## src/hw/rtl/adts_pkg.sv

```systemverilog
package adts_pkg;

	// Control modes, as reported in the result.
	localparam logic [1:0] MODE_LOCAL   = 2'd0;
	localparam logic [1:0] MODE_VISIBLE = 2'd1;
	localparam logic [1:0] MODE_REMOTE  = 2'd2;
	localparam logic [1:0] MODE_AUTO    = 2'd3;

	// Vehicle switch codes that force a mode.
	localparam logic [1:0] VCODE_LOCAL_MANUAL = 2'd0;
	localparam logic [1:0] VCODE_LOCAL_VISUAL = 2'd3;

	// Request kinds.
	localparam logic REQ_TICK   = 1'b0;
	localparam logic REQ_BEACON = 1'b1;

	// Configuration register indexes.
	localparam int unsigned CFG_IDX_W = 3;
	localparam logic [CFG_IDX_W-1:0] CFG_RAMP_INTERVAL      = 3'd0;
	localparam logic [CFG_IDX_W-1:0] CFG_RAMP_STEP          = 3'd1;
	localparam logic [CFG_IDX_W-1:0] CFG_RAMP_CEILING       = 3'd2;
	localparam logic [CFG_IDX_W-1:0] CFG_OVERSPEED_LIMIT    = 3'd3;
	localparam logic [CFG_IDX_W-1:0] CFG_OVERSPEED_THROTTLE = 3'd4;
	localparam logic [CFG_IDX_W-1:0] CFG_STOP_SPEED         = 3'd5;
	localparam logic [CFG_IDX_W-1:0] CFG_BEACON_TARGET      = 3'd6;
	localparam logic [CFG_IDX_W-1:0] CFG_BEACON_TOLERANCE   = 3'd7;
	localparam int unsigned CFG_DATA_W = 19;

	// Configuration reset values.
	localparam logic [4:0]  RST_RAMP_INTERVAL      = 5'd20;
	localparam logic [6:0]  RST_RAMP_STEP          = 7'd10;
	localparam logic [6:0]  RST_RAMP_CEILING       = 7'd50;
	localparam logic [18:0] RST_OVERSPEED_LIMIT    = 19'd1390;
	localparam logic [6:0]  RST_OVERSPEED_THROTTLE = 7'd85;
	localparam logic [18:0] RST_STOP_SPEED         = 19'd40;
	localparam logic [15:0] RST_BEACON_TARGET      = 16'd275;
	localparam logic [15:0] RST_BEACON_TOLERANCE   = 16'd20;

	// Command limits and fixed gear codes.
	localparam logic [6:0] CMD_MAX           = 7'd127;
	localparam logic [3:0] GEAR_STOP_NEUTRAL = 4'd12;
	localparam logic [3:0] GEAR_FORWARD      = 4'd2;

	// floor(w*108/100) = floor(27w/25), done as (w * 27 * ceil(2^26/25)) >> 26.
	localparam logic [26:0] SPEED_MUL   = 27'd72477585;
	localparam int unsigned SPEED_SHIFT = 26;
	// floor(x*127/100), done as (x * 127 * ceil(2^21/100)) >> 21.
	localparam logic [21:0] SCALE_MUL   = 22'd2663444;
	localparam int unsigned SCALE_SHIFT = 21;

	typedef struct packed {
		logic        req_type;
		logic [15:0] beacon_length;
		logic [15:0] wheel_count;
		logic [1:0]  vehicle_mode_code;
		logic        operator_remote;
		logic        operator_visual;
		logic        operator_enable;
		logic [3:0]  operator_gear;
		logic [6:0]  operator_throttle;
		logic [6:0]  operator_brake;
	} in_item_t;

	typedef struct packed {
		logic [1:0] drive_mode;
		logic       frame_valid;
		logic [3:0] gear_bits;
		logic [6:0] throttle_cmd;
		logic [6:0] brake_cmd;
		logic       beacon_seen;
	} out_item_t;

	typedef struct packed {
		logic [4:0]  ramp_interval;
		logic [6:0]  ramp_step;
		logic [6:0]  ramp_ceiling;
		logic [18:0] overspeed_limit;
		logic [6:0]  overspeed_throttle;
		logic [18:0] stop_speed;
		logic [15:0] beacon_target;
		logic [15:0] beacon_tolerance;
	} cfg_t;

	// Request after the arithmetic that does not depend on state.
	typedef struct packed {
		logic        req_type;
		logic        beacon_match;
		logic [1:0]  vehicle_mode_code;
		logic        operator_remote;
		logic        operator_visual;
		logic        operator_enable;
		logic [3:0]  operator_gear;
		logic [18:0] speed;
		logic [6:0]  throttle_scaled;
		logic [6:0]  brake_scaled;
	} prep_t;

endpackage

```

## src/hw/rtl/adts_cfg.sv

```systemverilog
module adts_cfg (
	input  logic                                clk,
	input  logic                                arst_n,
	input  logic                                cfg_we,
	input  logic [adts_pkg::CFG_IDX_W-1:0]      cfg_index,
	input  logic [adts_pkg::CFG_DATA_W-1:0]     cfg_data,
	output adts_pkg::cfg_t                      cfg
);

	adts_pkg::cfg_t cfg_q;

	// Register file, written by index; the data is truncated to each register.
	always_ff @(posedge clk or negedge arst_n) begin
		if (!arst_n) begin
			cfg_q.ramp_interval      <= adts_pkg::RST_RAMP_INTERVAL;
			cfg_q.ramp_step          <= adts_pkg::RST_RAMP_STEP;
			cfg_q.ramp_ceiling       <= adts_pkg::RST_RAMP_CEILING;
			cfg_q.overspeed_limit    <= adts_pkg::RST_OVERSPEED_LIMIT;
			cfg_q.overspeed_throttle <= adts_pkg::RST_OVERSPEED_THROTTLE;
			cfg_q.stop_speed         <= adts_pkg::RST_STOP_SPEED;
			cfg_q.beacon_target      <= adts_pkg::RST_BEACON_TARGET;
			cfg_q.beacon_tolerance   <= adts_pkg::RST_BEACON_TOLERANCE;
		end else if (cfg_we) begin
			unique case (cfg_index)
				adts_pkg::CFG_RAMP_INTERVAL:      cfg_q.ramp_interval      <= cfg_data[4:0];
				adts_pkg::CFG_RAMP_STEP:          cfg_q.ramp_step          <= cfg_data[6:0];
				adts_pkg::CFG_RAMP_CEILING:       cfg_q.ramp_ceiling       <= cfg_data[6:0];
				adts_pkg::CFG_OVERSPEED_LIMIT:    cfg_q.overspeed_limit    <= cfg_data[18:0];
				adts_pkg::CFG_OVERSPEED_THROTTLE: cfg_q.overspeed_throttle <= cfg_data[6:0];
				adts_pkg::CFG_STOP_SPEED:         cfg_q.stop_speed         <= cfg_data[18:0];
				adts_pkg::CFG_BEACON_TARGET:      cfg_q.beacon_target      <= cfg_data[15:0];
				adts_pkg::CFG_BEACON_TOLERANCE:   cfg_q.beacon_tolerance   <= cfg_data[15:0];
				default: ;
			endcase
		end
	end

	assign cfg = cfg_q;

endmodule

```

## src/hw/rtl/adts_prep.sv

```systemverilog
module adts_prep (
	input  adts_pkg::in_item_t item,
	input  adts_pkg::cfg_t     cfg,
	output adts_pkg::prep_t    prep
);

	logic [42:0] speed_prod;
	logic [16:0] speed_base;
	logic [28:0] thr_prod;
	logic [28:0] brk_prod;
	logic [7:0]  thr_quot;
	logic [7:0]  brk_quot;
	logic [15:0] beacon_diff;

	// Speed is floor(wheel*1.08) times five, via a reciprocal multiply.
	assign speed_prod = 43'(item.wheel_count) * 43'(adts_pkg::SPEED_MUL);
	assign speed_base = speed_prod[adts_pkg::SPEED_SHIFT +: 17];

	// Percent to command byte scaling for remote mode.
	assign thr_prod = 29'(item.operator_throttle) * 29'(adts_pkg::SCALE_MUL);
	assign brk_prod = 29'(item.operator_brake) * 29'(adts_pkg::SCALE_MUL);
	assign thr_quot = thr_prod[adts_pkg::SCALE_SHIFT +: 8];
	assign brk_quot = brk_prod[adts_pkg::SCALE_SHIFT +: 8];

	// Absolute distance of the measured beacon length from the target.
	assign beacon_diff = (item.beacon_length > cfg.beacon_target) ?
		(item.beacon_length - cfg.beacon_target) : (cfg.beacon_target - item.beacon_length);

	always_comb begin
		prep.req_type          = item.req_type;
		prep.beacon_match      = beacon_diff < cfg.beacon_tolerance;
		prep.vehicle_mode_code = item.vehicle_mode_code;
		prep.operator_remote   = item.operator_remote;
		prep.operator_visual   = item.operator_visual;
		prep.operator_enable   = item.operator_enable;
		prep.operator_gear     = item.operator_gear;
		prep.speed             = (19'(speed_base) << 2) + 19'(speed_base);
		prep.throttle_scaled   = thr_quot[7] ? adts_pkg::CMD_MAX : thr_quot[6:0];
		prep.brake_scaled      = brk_quot[7] ? adts_pkg::CMD_MAX : brk_quot[6:0];
	end

endmodule

```

## src/hw/rtl/adts_ctrl.sv

```systemverilog
module adts_ctrl (
	input  logic                clk,
	input  logic                arst_n,
	input  logic                en,
	input  adts_pkg::prep_t     req,
	input  adts_pkg::cfg_t      cfg,
	output adts_pkg::out_item_t result
);

	logic [1:0] mode_q;
	logic [4:0] div_q;
	logic [6:0] thr_q;
	logic [6:0] brk_q;
	logic [3:0] gear_q;
	logic       latch_q;

	logic [1:0] mode_n;
	logic [4:0] div_n;
	logic [6:0] thr_n;
	logic [6:0] brk_n;
	logic [3:0] gear_n;
	logic       fire;
	logic       go;
	logic [7:0] thr_sum;

	// Mode decision: forced codes first, then the console, else hold.
	always_comb begin
		mode_n = mode_q;
		if (req.vehicle_mode_code == adts_pkg::VCODE_LOCAL_MANUAL) begin
			mode_n = adts_pkg::MODE_LOCAL;
		end else if (req.vehicle_mode_code == adts_pkg::VCODE_LOCAL_VISUAL) begin
			mode_n = adts_pkg::MODE_VISIBLE;
		end else if (req.operator_remote) begin
			mode_n = req.operator_visual ? adts_pkg::MODE_AUTO : adts_pkg::MODE_REMOTE;
		end
	end

	// Tick divider and the ramp trigger.
	assign div_n   = (div_q < cfg.ramp_interval) ? (div_q + 5'd1) : 5'd0;
	assign fire    = div_n == cfg.ramp_interval;
	assign go      = req.operator_enable && !latch_q;
	assign thr_sum = {1'b0, thr_q} + {1'b0, cfg.ramp_step};

	// Throttle ramp, brake and gear update.
	always_comb begin
		thr_n  = thr_q;
		brk_n  = brk_q;
		gear_n = gear_q;
		if (fire) begin
			if (go) begin
				if (req.speed > cfg.overspeed_limit) begin
					thr_n = cfg.overspeed_throttle;
				end else if (thr_q < cfg.ramp_ceiling) begin
					thr_n = thr_sum[7] ? adts_pkg::CMD_MAX : thr_sum[6:0];
				end
				if (thr_n != 7'd0) begin
					brk_n  = 7'd0;
					gear_n = req.operator_gear;
				end
			end else begin
				if (thr_q >= cfg.ramp_step) begin
					thr_n = thr_q - cfg.ramp_step;
				end
				if (thr_n == 7'd0) begin
					brk_n = adts_pkg::CMD_MAX;
					if (req.speed < cfg.stop_speed) begin
						gear_n = adts_pkg::GEAR_STOP_NEUTRAL;
					end
				end
			end
		end
	end

	// State update when a request leaves this stage.
	always_ff @(posedge clk or negedge arst_n) begin
		if (!arst_n) begin
			mode_q  <= adts_pkg::MODE_LOCAL;
			div_q   <= 5'd0;
			thr_q   <= 7'd0;
			brk_q   <= 7'd0;
			gear_q  <= adts_pkg::GEAR_FORWARD;
			latch_q <= 1'b0;
		end else if (en) begin
			if (req.req_type == adts_pkg::REQ_BEACON) begin
				if (req.beacon_match) begin
					latch_q <= 1'b1;
				end
			end else begin
				mode_q <= mode_n;
				if (mode_n == adts_pkg::MODE_AUTO) begin
					div_q  <= div_n;
					thr_q  <= thr_n;
					brk_q  <= brk_n;
					gear_q <= gear_n;
				end
			end
		end
	end

	// Result of a tick request, built from the updated state.
	always_comb begin
		result.drive_mode   = mode_n;
		result.beacon_seen  = latch_q;
		result.frame_valid  = 1'b0;
		result.gear_bits    = 4'd0;
		result.throttle_cmd = 7'd0;
		result.brake_cmd    = 7'd0;
		case (mode_n)
			adts_pkg::MODE_AUTO: begin
				result.frame_valid  = 1'b1;
				result.gear_bits    = gear_n;
				result.throttle_cmd = thr_n;
				result.brake_cmd    = brk_n;
			end
			adts_pkg::MODE_REMOTE: begin
				result.frame_valid  = 1'b1;
				result.gear_bits    = req.operator_gear;
				result.throttle_cmd = req.throttle_scaled;
				result.brake_cmd    = req.brake_scaled;
			end
			default: ;
		endcase
	end

endmodule

```

## src/hw/rtl/auto_drive_throttle_supervisor.sv

```systemverilog
// Drive supervisor for a vehicle. Requests arrive on the item channel
// (item_valid/item_ready, payload item). A tick request yields exactly one
// result on the result channel (result_valid/result_ready, payload result);
// a beacon request only updates the stop latch and yields nothing.
// Configuration registers are written through cfg_we/cfg_index/cfg_data and
// take effect at the next clock edge; write them only while the block is idle.
// A request is accepted into the input register, moves on to the arithmetic
// register and then into the result register, where the result of a tick
// request is presented. Throughput is one request per cycle while the receiver
// does not stall; the control stage holds the mode, divider, throttle, brake,
// gear and latch, and updates that state whenever a request leaves it.
// When the receiver stalls, the result register holds its value and the
// pipeline behind it fills; item_ready drops once all three stages are
// occupied, and beacon requests still drain since they need no result slot.
// Reset clears all pipeline valids, puts the block in local mode with zero
// throttle and brake, forward gear, a clear latch and the default
// configuration values.
module auto_drive_throttle_supervisor (
	input  logic                            clk,
	input  logic                            arst_n,
	input  logic                            item_valid,
	output logic                            item_ready,
	input  adts_pkg::in_item_t              item,
	output logic                            result_valid,
	input  logic                            result_ready,
	output adts_pkg::out_item_t             result,
	input  logic                            cfg_we,
	input  logic [adts_pkg::CFG_IDX_W-1:0]  cfg_index,
	input  logic [adts_pkg::CFG_DATA_W-1:0] cfg_data
);

	adts_pkg::cfg_t      cfg;
	adts_pkg::in_item_t  item_s1;
	logic                valid_s1;
	adts_pkg::prep_t     prep_comb;
	adts_pkg::prep_t     prep_s2;
	logic                valid_s2;
	adts_pkg::out_item_t res_comb;
	adts_pkg::out_item_t result_q;
	logic                result_valid_q;

	logic go_s2;
	logic free_s2;
	logic go_s1;

	adts_cfg u_cfg (
		.clk       (clk),
		.arst_n    (arst_n),
		.cfg_we    (cfg_we),
		.cfg_index (cfg_index),
		.cfg_data  (cfg_data),
		.cfg       (cfg)
	);

	adts_prep u_prep (
		.item (item_s1),
		.cfg  (cfg),
		.prep (prep_comb)
	);

	adts_ctrl u_ctrl (
		.clk    (clk),
		.arst_n (arst_n),
		.en     (go_s2),
		.req    (prep_s2),
		.cfg    (cfg),
		.result (res_comb)
	);

	// Stage flow: a beacon request leaves the control stage without a result slot.
	assign go_s2      = valid_s2 && ((prep_s2.req_type == adts_pkg::REQ_BEACON) ||
		!result_valid_q || result_ready);
	assign free_s2    = !valid_s2 || go_s2;
	assign go_s1      = valid_s1 && free_s2;
	assign item_ready = !valid_s1 || go_s1;

	// Pipeline valid bits.
	always_ff @(posedge clk or negedge arst_n) begin
		if (!arst_n) begin
			valid_s1 <= 1'b0;
			valid_s2 <= 1'b0;
		end else begin
			if (item_ready) begin
				valid_s1 <= item_valid;
			end
			if (free_s2) begin
				valid_s2 <= go_s1;
			end
		end
	end

	// Pipeline payload registers.
	always_ff @(posedge clk) begin
		if (item_valid && item_ready) begin
			item_s1 <= item;
		end
		if (go_s1) begin
			prep_s2 <= prep_comb;
		end
	end

	// Result register.
	always_ff @(posedge clk or negedge arst_n) begin
		if (!arst_n) begin
			result_valid_q <= 1'b0;
		end else if (go_s2 && (prep_s2.req_type == adts_pkg::REQ_TICK)) begin
			result_valid_q <= 1'b1;
		end else if (result_ready) begin
			result_valid_q <= 1'b0;
		end
	end

	always_ff @(posedge clk) begin
		if (go_s2 && (prep_s2.req_type == adts_pkg::REQ_TICK)) begin
			result_q <= res_comb;
		end
	end

	assign result_valid = result_valid_q;
	assign result       = result_q;

endmodule
```

## config.mk

```make
export PLATFORM = sky130hd
export DESIGN_NAME = auto_drive_throttle_supervisor
export DESIGN_NICKNAME = d
export VERILOG_FILES = /design/src/hw/rtl/adts_pkg.sv /design/src/hw/rtl/adts_cfg.sv /design/src/hw/rtl/adts_prep.sv /design/src/hw/rtl/adts_ctrl.sv /design/src/hw/rtl/auto_drive_throttle_supervisor.sv
export SDC_FILE = /design/constraint.sdc
export NUM_CORES = 1
export LEC_CHECK = 0
export BUFFER_PORTS_ARGS = -buffer_cell sky130_fd_sc_hd__buf_2
export CAP_MARGIN = 20
export CELL_PAD_IN_SITES_DETAIL_PLACEMENT = 0
export CELL_PAD_IN_SITES_GLOBAL_PLACEMENT = 1
export CORE_UTILIZATION = 40
export CTS_BUF_LIST = sky130_fd_sc_hd__clkbuf_2 sky130_fd_sc_hd__clkbuf_4 sky130_fd_sc_hd__clkbuf_8
export DETAILED_ROUTE_END_ITERATION = 8
export PLACE_DENSITY_LB_ADDON = 0.1
export SETUP_SLACK_MARGIN = 0.2
export SYNTH_ARGS = -nofsm -noshare
export SYNTH_HDL_FRONTEND = slang
export SYNTH_SLANG_ARGS = --single-unit
```

## constraint.sdc

```tcl
create_clock -name clk -period 10.26 [get_ports clk]
set_clock_uncertainty 0.2 [all_clocks]
set_input_delay 1.026 -clock clk [delete_from_list [all_inputs] [get_ports clk]]
set_output_delay 1.026 -clock clk [all_outputs]
set_load 0.02 [all_outputs]
```

* Word level (Yosys, flattened, before mapping)
Cells that the tools add are included.
Word-level totals: register bits 247, bits of input ports 83, output and inout bits 24
Operators by class: $add $sub $neg 6, multiply operators 3, magnitude comparators 7, eq/ne operators 11, muxes and demuxes 28, bitwise gates (word level) 1, reductions and logical operators 29
Operators by type and width (number):
- 2-to-1 mux 7 bit | 14
- multiplier 7 x 20 -> 27 bit (second input constant) | 2
- multiplier 16 x 27 -> 43 bit (second input constant) | 1
- case mux 19 bit (2 select lines) | 1
- subtractor 16 bit | 2
- 2-to-1 mux 4 bit | 5
- adder 19 x 17 -> 19 bit | 1
- > comparator 19 bit | 1
- < comparator 19 bit | 1
- AND reduction 2 bit | 9
- > comparator 16 bit | 1
- < comparator 16 bit | 1
- 2-to-1 mux 16 bit | 1
- == test 3 bit (second input constant) | 4
- adder 7 x 7 -> 8 bit | 1
- >= comparator 7 bit | 1
- zero test 7 bit | 1
- < comparator 7 bit | 1
- nonzero test 7 bit | 1
- subtractor 7 bit | 1
- == test 2 bit (second input constant) | 3
- == test 3 x 2 -> 1 bit (second input constant) | 2
- 2-to-1 mux 2 bit | 3
- AND reduction 3 bit | 2
- other kinds (13) | 25

* Longest topological paths before layout
depth after elaboration 11, depth in mapped cells 33, gate-level depth less buffers 33

* Hierarchy
Synthesis repeated with hierarchy kept, for this count alone.
Second synthesis, totals: cell total of the unflattened synthesis 2090, area, all modules 22395.2 µm²
Modules (own cells, without submodules):
- adts_prep | times used 1, cells an instance 1255, area each 10958.0 µm², seq. area each 0.0 µm²
- adts_cfg | times used 1, cells an instance 212, area each 3836.2 µm², seq. area each 2434.8 µm²
- auto_drive_throttle_supervisor | times used 1, cells an instance 136, area each 3816.2 µm², seq. area each 3738.6 µm²
- adts_ctrl | times used 1, cells an instance 487, area each 3784.9 µm², seq. area each 651.9 µm²

* Worst setup path before layout
OpenSTA, ideal clock, no wires.
path kind reg2reg, from register item_s1[24] (netlist name), to register prep_s2[31] (netlist name) (data pin), setup time 261 ps, data arrival time 7393 ps, setup slack 2406 ps, cell stages (with the launch flop) 31, period minus slack after synthesis 7854 ps, cell sequence edfxtp_1 fa_1 inv_1 fa_1 fa_1 inv_1 fa_1 inv_1 fa_1 inv_1 fa_1 ha_1 and2_1 a31oi_1 nand3b_1 a21oi_1 o21ai_0 a221oi_1 xnor2_1 ha_1 a21o_1 a21oi_1 o21bai_1 a21o_1 a311oi_1 a32o_1 o21a_1 o21ai_2 or4_1 a311oi_1 nor2_1
RTL lines:
- from (decl) | RTL line auto_drive_throttle_supervisor.sv:33 | adts_pkg::in_item_t item_s1;
- from (signal assigned) | RTL line auto_drive_throttle_supervisor.sv:95 | item_s1 <= item;
- to (signal assigned) | RTL line auto_drive_throttle_supervisor.sv:98 | prep_s2 <= prep_comb;
- to (decl) | RTL line auto_drive_throttle_supervisor.sv:36 | adts_pkg::prep_t prep_s2;

==> impl_metrics.py <==
metrics = {
    "sta": {
        "rsz0062_at_grt": "no",
        "setup_viol": 0,
        "hold_violations": 0,
        "period_minus_slack_ns": 8.53,
        "fmax_ghz": 0.117,
        "tns_ns": 0,
        "hold_ws_ns": 0.213,
        "slew_headroom": 0.337,
        "worst_pin_slew_ns": 0.994,
        "post-route-period-util": 0.832,
        "maxSlewViolCount": 0,
    },
    "drt": {
        "via_per_inst": 5.06,
        "drc": 0,
        "drt_iter0_drc": 677,
        "ant_nets": 0,
        "vias": 15248,
        "first_pass_iters": 5,
        "wirelength_um": 54300,
        "avgRoutedWirePerCell_um": 18.0,
    },
    "setup_path": {
        "end_kind": "flip-flop",
        "path_class": "flip-flop to flip-flop",
        "r2r-start": "item_s1[28]$_DFFE_PP_",
        "startpoint_type": "flip-flop",
        "critPathMaxFanout": 10,
        "r2r-end": "prep_s2[31]$_DFFE_PP_",
        "critPathMaxStageDelay_ns": 0.63,
        "cp.arrival_ns": 8.68,
        "worstPathRequired_ns": 10.41,
        "cp-startpoint": "item_s1[28]$_DFFE_PP_",
        "r2r_setup_slack_ns": 1.73,
        "path_depth": 31,
        "critical_path_buf_inv_count": 4,
        "slowest_stage": "edfxtp_1",
        "path_delay_family": "adder cells",
        "endpoint": "prep_s2[31]$_DFFE_PP_",
        "ff2ff_path_depth": 31,
    },
    "grt": {
        "grt_pass1_wl_um": 86900,
        "overflow": 0,
        "grt_usage": 0.197,
        "antenna_found_initial": 1,
        "grt_max_degree": 77,
        "grt_pass1_vias": 15817,
    },
    "clock_network": {
        "cts_setup_buffers": 0,
        "cts_buffer_depth": 3,
        "cts_made_buffers": 47,
        "htree_levels": 2,
        "clock_sinks": 247,
        "root_buffer": "clkbuf_8",
        "cts_tree": "yes",
        "clock_latency_ns": 0.63,
        "hold_buffers": 0,
        "cts_resized": 0,
        "clk_pin_slew_ns": 0.06,
    },
    "logic_synthesis": {
        "yosysSeqAreaShare": 0.308,
        "synth_cells": 2106,
        "syn_nets": 2689,
        "synth.top_cell.area_share": 0.208,
        "synth_cell_types": 96,
        "avgSynthCellArea_um2": 10.5,
        "ys_async_sr_fraction": 0.506,
        "ys_top_cells_by_area": "ha_1, edfxtp_1, fa_1, dfrtp_1, inv_1",
        "synth_edf_count": 122,
        "ys.warnings.count": 0,
        "ys_ff_latch": 247,
        "syn-cell-area_um2": 22200,
        "yosysTopAreaCell": "ha_1",
        "synth_ff_type": "edfxtp_1",
    },
    "final_layout": {
        "fin_util": 0.452,
        "areaGrowthSynthToFinish_pct": 10.9,
        "final_nets": 2820,
        "drive_gt1_frac": 0.158,
    },
    "floorplanning": {
        "start_util": 0.408,
        "placeableCoreArea_um2": 54300,
        "rows": 85,
        "dieWidth_um": 237,
        "ios": 107,
        "die_area_um2": 56400,
        "die_y_um": 237,
    },
    "placed_design": {
        "gp_congestion": 0.879,
        "hpwl_um": 43300,
        "io_buffers": 106,
    },
    "flow_run": {
        "cap_viol_max_count": 0,
    },
    "min_path": {
        "hp-class": "flip-flop to flip-flop",
    },
    "outcome": {
        "run_status": "finished, final reports clean",
    },
}
per-layer routing:
layer	global-route usage	vias to the layer above	part of all wire
met5	0	-	0
met3	0.0251	91	0.028
met1	0.264	7369	0.47
met4	0.0772	0	0.035
met2	0.324	225	0.47
li1	-	7563	-
synth_stat cells, types with 5 or more instances:
master,count
nor3b_1,7
a21oi_1,109
a211o_1,6
o21ai_0,87
dfrtp_1,98
o21ai_2,5
and3_1,10
inv_1,375
fa_1,132
nor2_1,58
edfxtp_1,122
clkbuf_1,24
o21bai_1,15
nor2b_1,14
a2111oi_0,5
o22ai_1,11
o31ai_1,8
dfstp_2,27
nand3b_1,9
a31oi_1,13
nor4_1,5
xor2_1,23
nand2_1,98
nand4_1,25
o211ai_1,7
o2111ai_1,7
ha_1,368
or3_1,8
a21o_1,53
and2_1,8
mux2i_1,24
nor3_1,16
xnor2_1,48
or2_2,6
mux2_2,92
o21a_1,24
nand2b_1,22
a211oi_1,8
nand3_1,36
nand4b_1,5
buf_2,7
layout by cell type, fill, tap and decap left out, types with 12 or more instances in the layout:
cell,count
o21ai_0,87
nand3_1,36
mux2_2,92
nand2_1,98
nand4_1,25
nor2_1,58
buf_2,105
dfrtp_1,98
xor2_1,23
xnor2_1,48
mux2i_1,24
o21a_1,24
edfxtp_1,122
a21oi_1,109
clkinv_1,12
a21o_1,53
fa_1,132
clkbuf_8,51
ha_1,368
o21bai_1,15
a31oi_1,13
dfstp_2,27
nor2b_1,12
nand2b_1,22
inv_1,375
nor3_1,16
area by class of cell:
class | instances | area (µm²)
multi-input combinational | 1448 | 13800
clock inverter | 27 | 190
clock buffer | 61 | 777
timing repair buffer | 118 | 656
antenna | 1 | 2.50
inverter | 375 | 1410
fill | 5240 | 29800
sequential | 247 | 6830
tap | 739 | 925
registers in the layout, indices dropped and copies added, names as in the netlist:
signal and count:
u_ctrl.mode_q 2, prep_s2 44, u_ctrl.thr_q 7, u_ctrl.div_q 5, u_ctrl.brk_q 7, valid_s2 1
u_ctrl.latch_q 1, result 22, valid_s1 1, u_cfg.cfg 96, u_ctrl.gear_q 4, result_valid 1
item_s1 56
cells by family after synthesis:
| group | Yosys count | synth area share |
|---|---|---|
| and+or+nand+nor | 351 | 0.0839 |
| muxes | 118 | 0.0589 |
| DFF | 247 | 0.308 |
| buffers and inverters | 411 | 0.0705 |
| adders and majority gates | 502 | 0.328 |
| xor gates and xnor gates | 75 | 0.0318 |
| AOI/OAI and AO/OA | 402 | 0.119 |
per-stage QoR:
step	setup slack [ns]	cell area, µm²	std cells
finish	1.73	24600	3016
floorplan	2.41	22200	2106
global placement	1.86	23500	2923
detailed placement	1.74	23500	2923
global route	1.16	24600	3016
CTS	1.70	24500	3011
how the worst min path moves through the flow:
| stage | from | cells past startpoint | to |
|---|---|---|---|
| 6_report | item_s1[18]$_DFFE_PP_ | 0 | prep_s2[37]$_DFFE_PP_ |
| 3_3_place_gp | item_s1[16]$_DFFE_PP_ | 0 | prep_s2[35]$_DFFE_PP_ |
| 5_1_grt | item_s1[16]$_DFFE_PP_ | 0 | prep_s2[35]$_DFFE_PP_ |
| 3_5_place_dp | item_s1[14]$_DFFE_PP_ | 0 | prep_s2[33]$_DFFE_PP_ |
| 4_1_cts | arst_n | 1 | u_cfg.cfg[18]$_DFFE_PN0P_ |
| 2_1_floorplan | item_s1[14]$_DFFE_PP_ | 0 | prep_s2[33]$_DFFE_PP_ |
worst reg2reg max path: cells and delay by family (launching register included):
kind / cells / cell delay, ns
fa+ha+maj: 8 / 3.31
buf+inv: 4 / 0.32
compound gates: 15 / 2.95
xor+xnor: 1 / 0.25
flops: 1 / 0.63
simple gates: 3 / 0.64
Power is left out: the tool's default activity adds up to more than one toggle a clock period on the data nets, which glitch-free logic cannot reach.
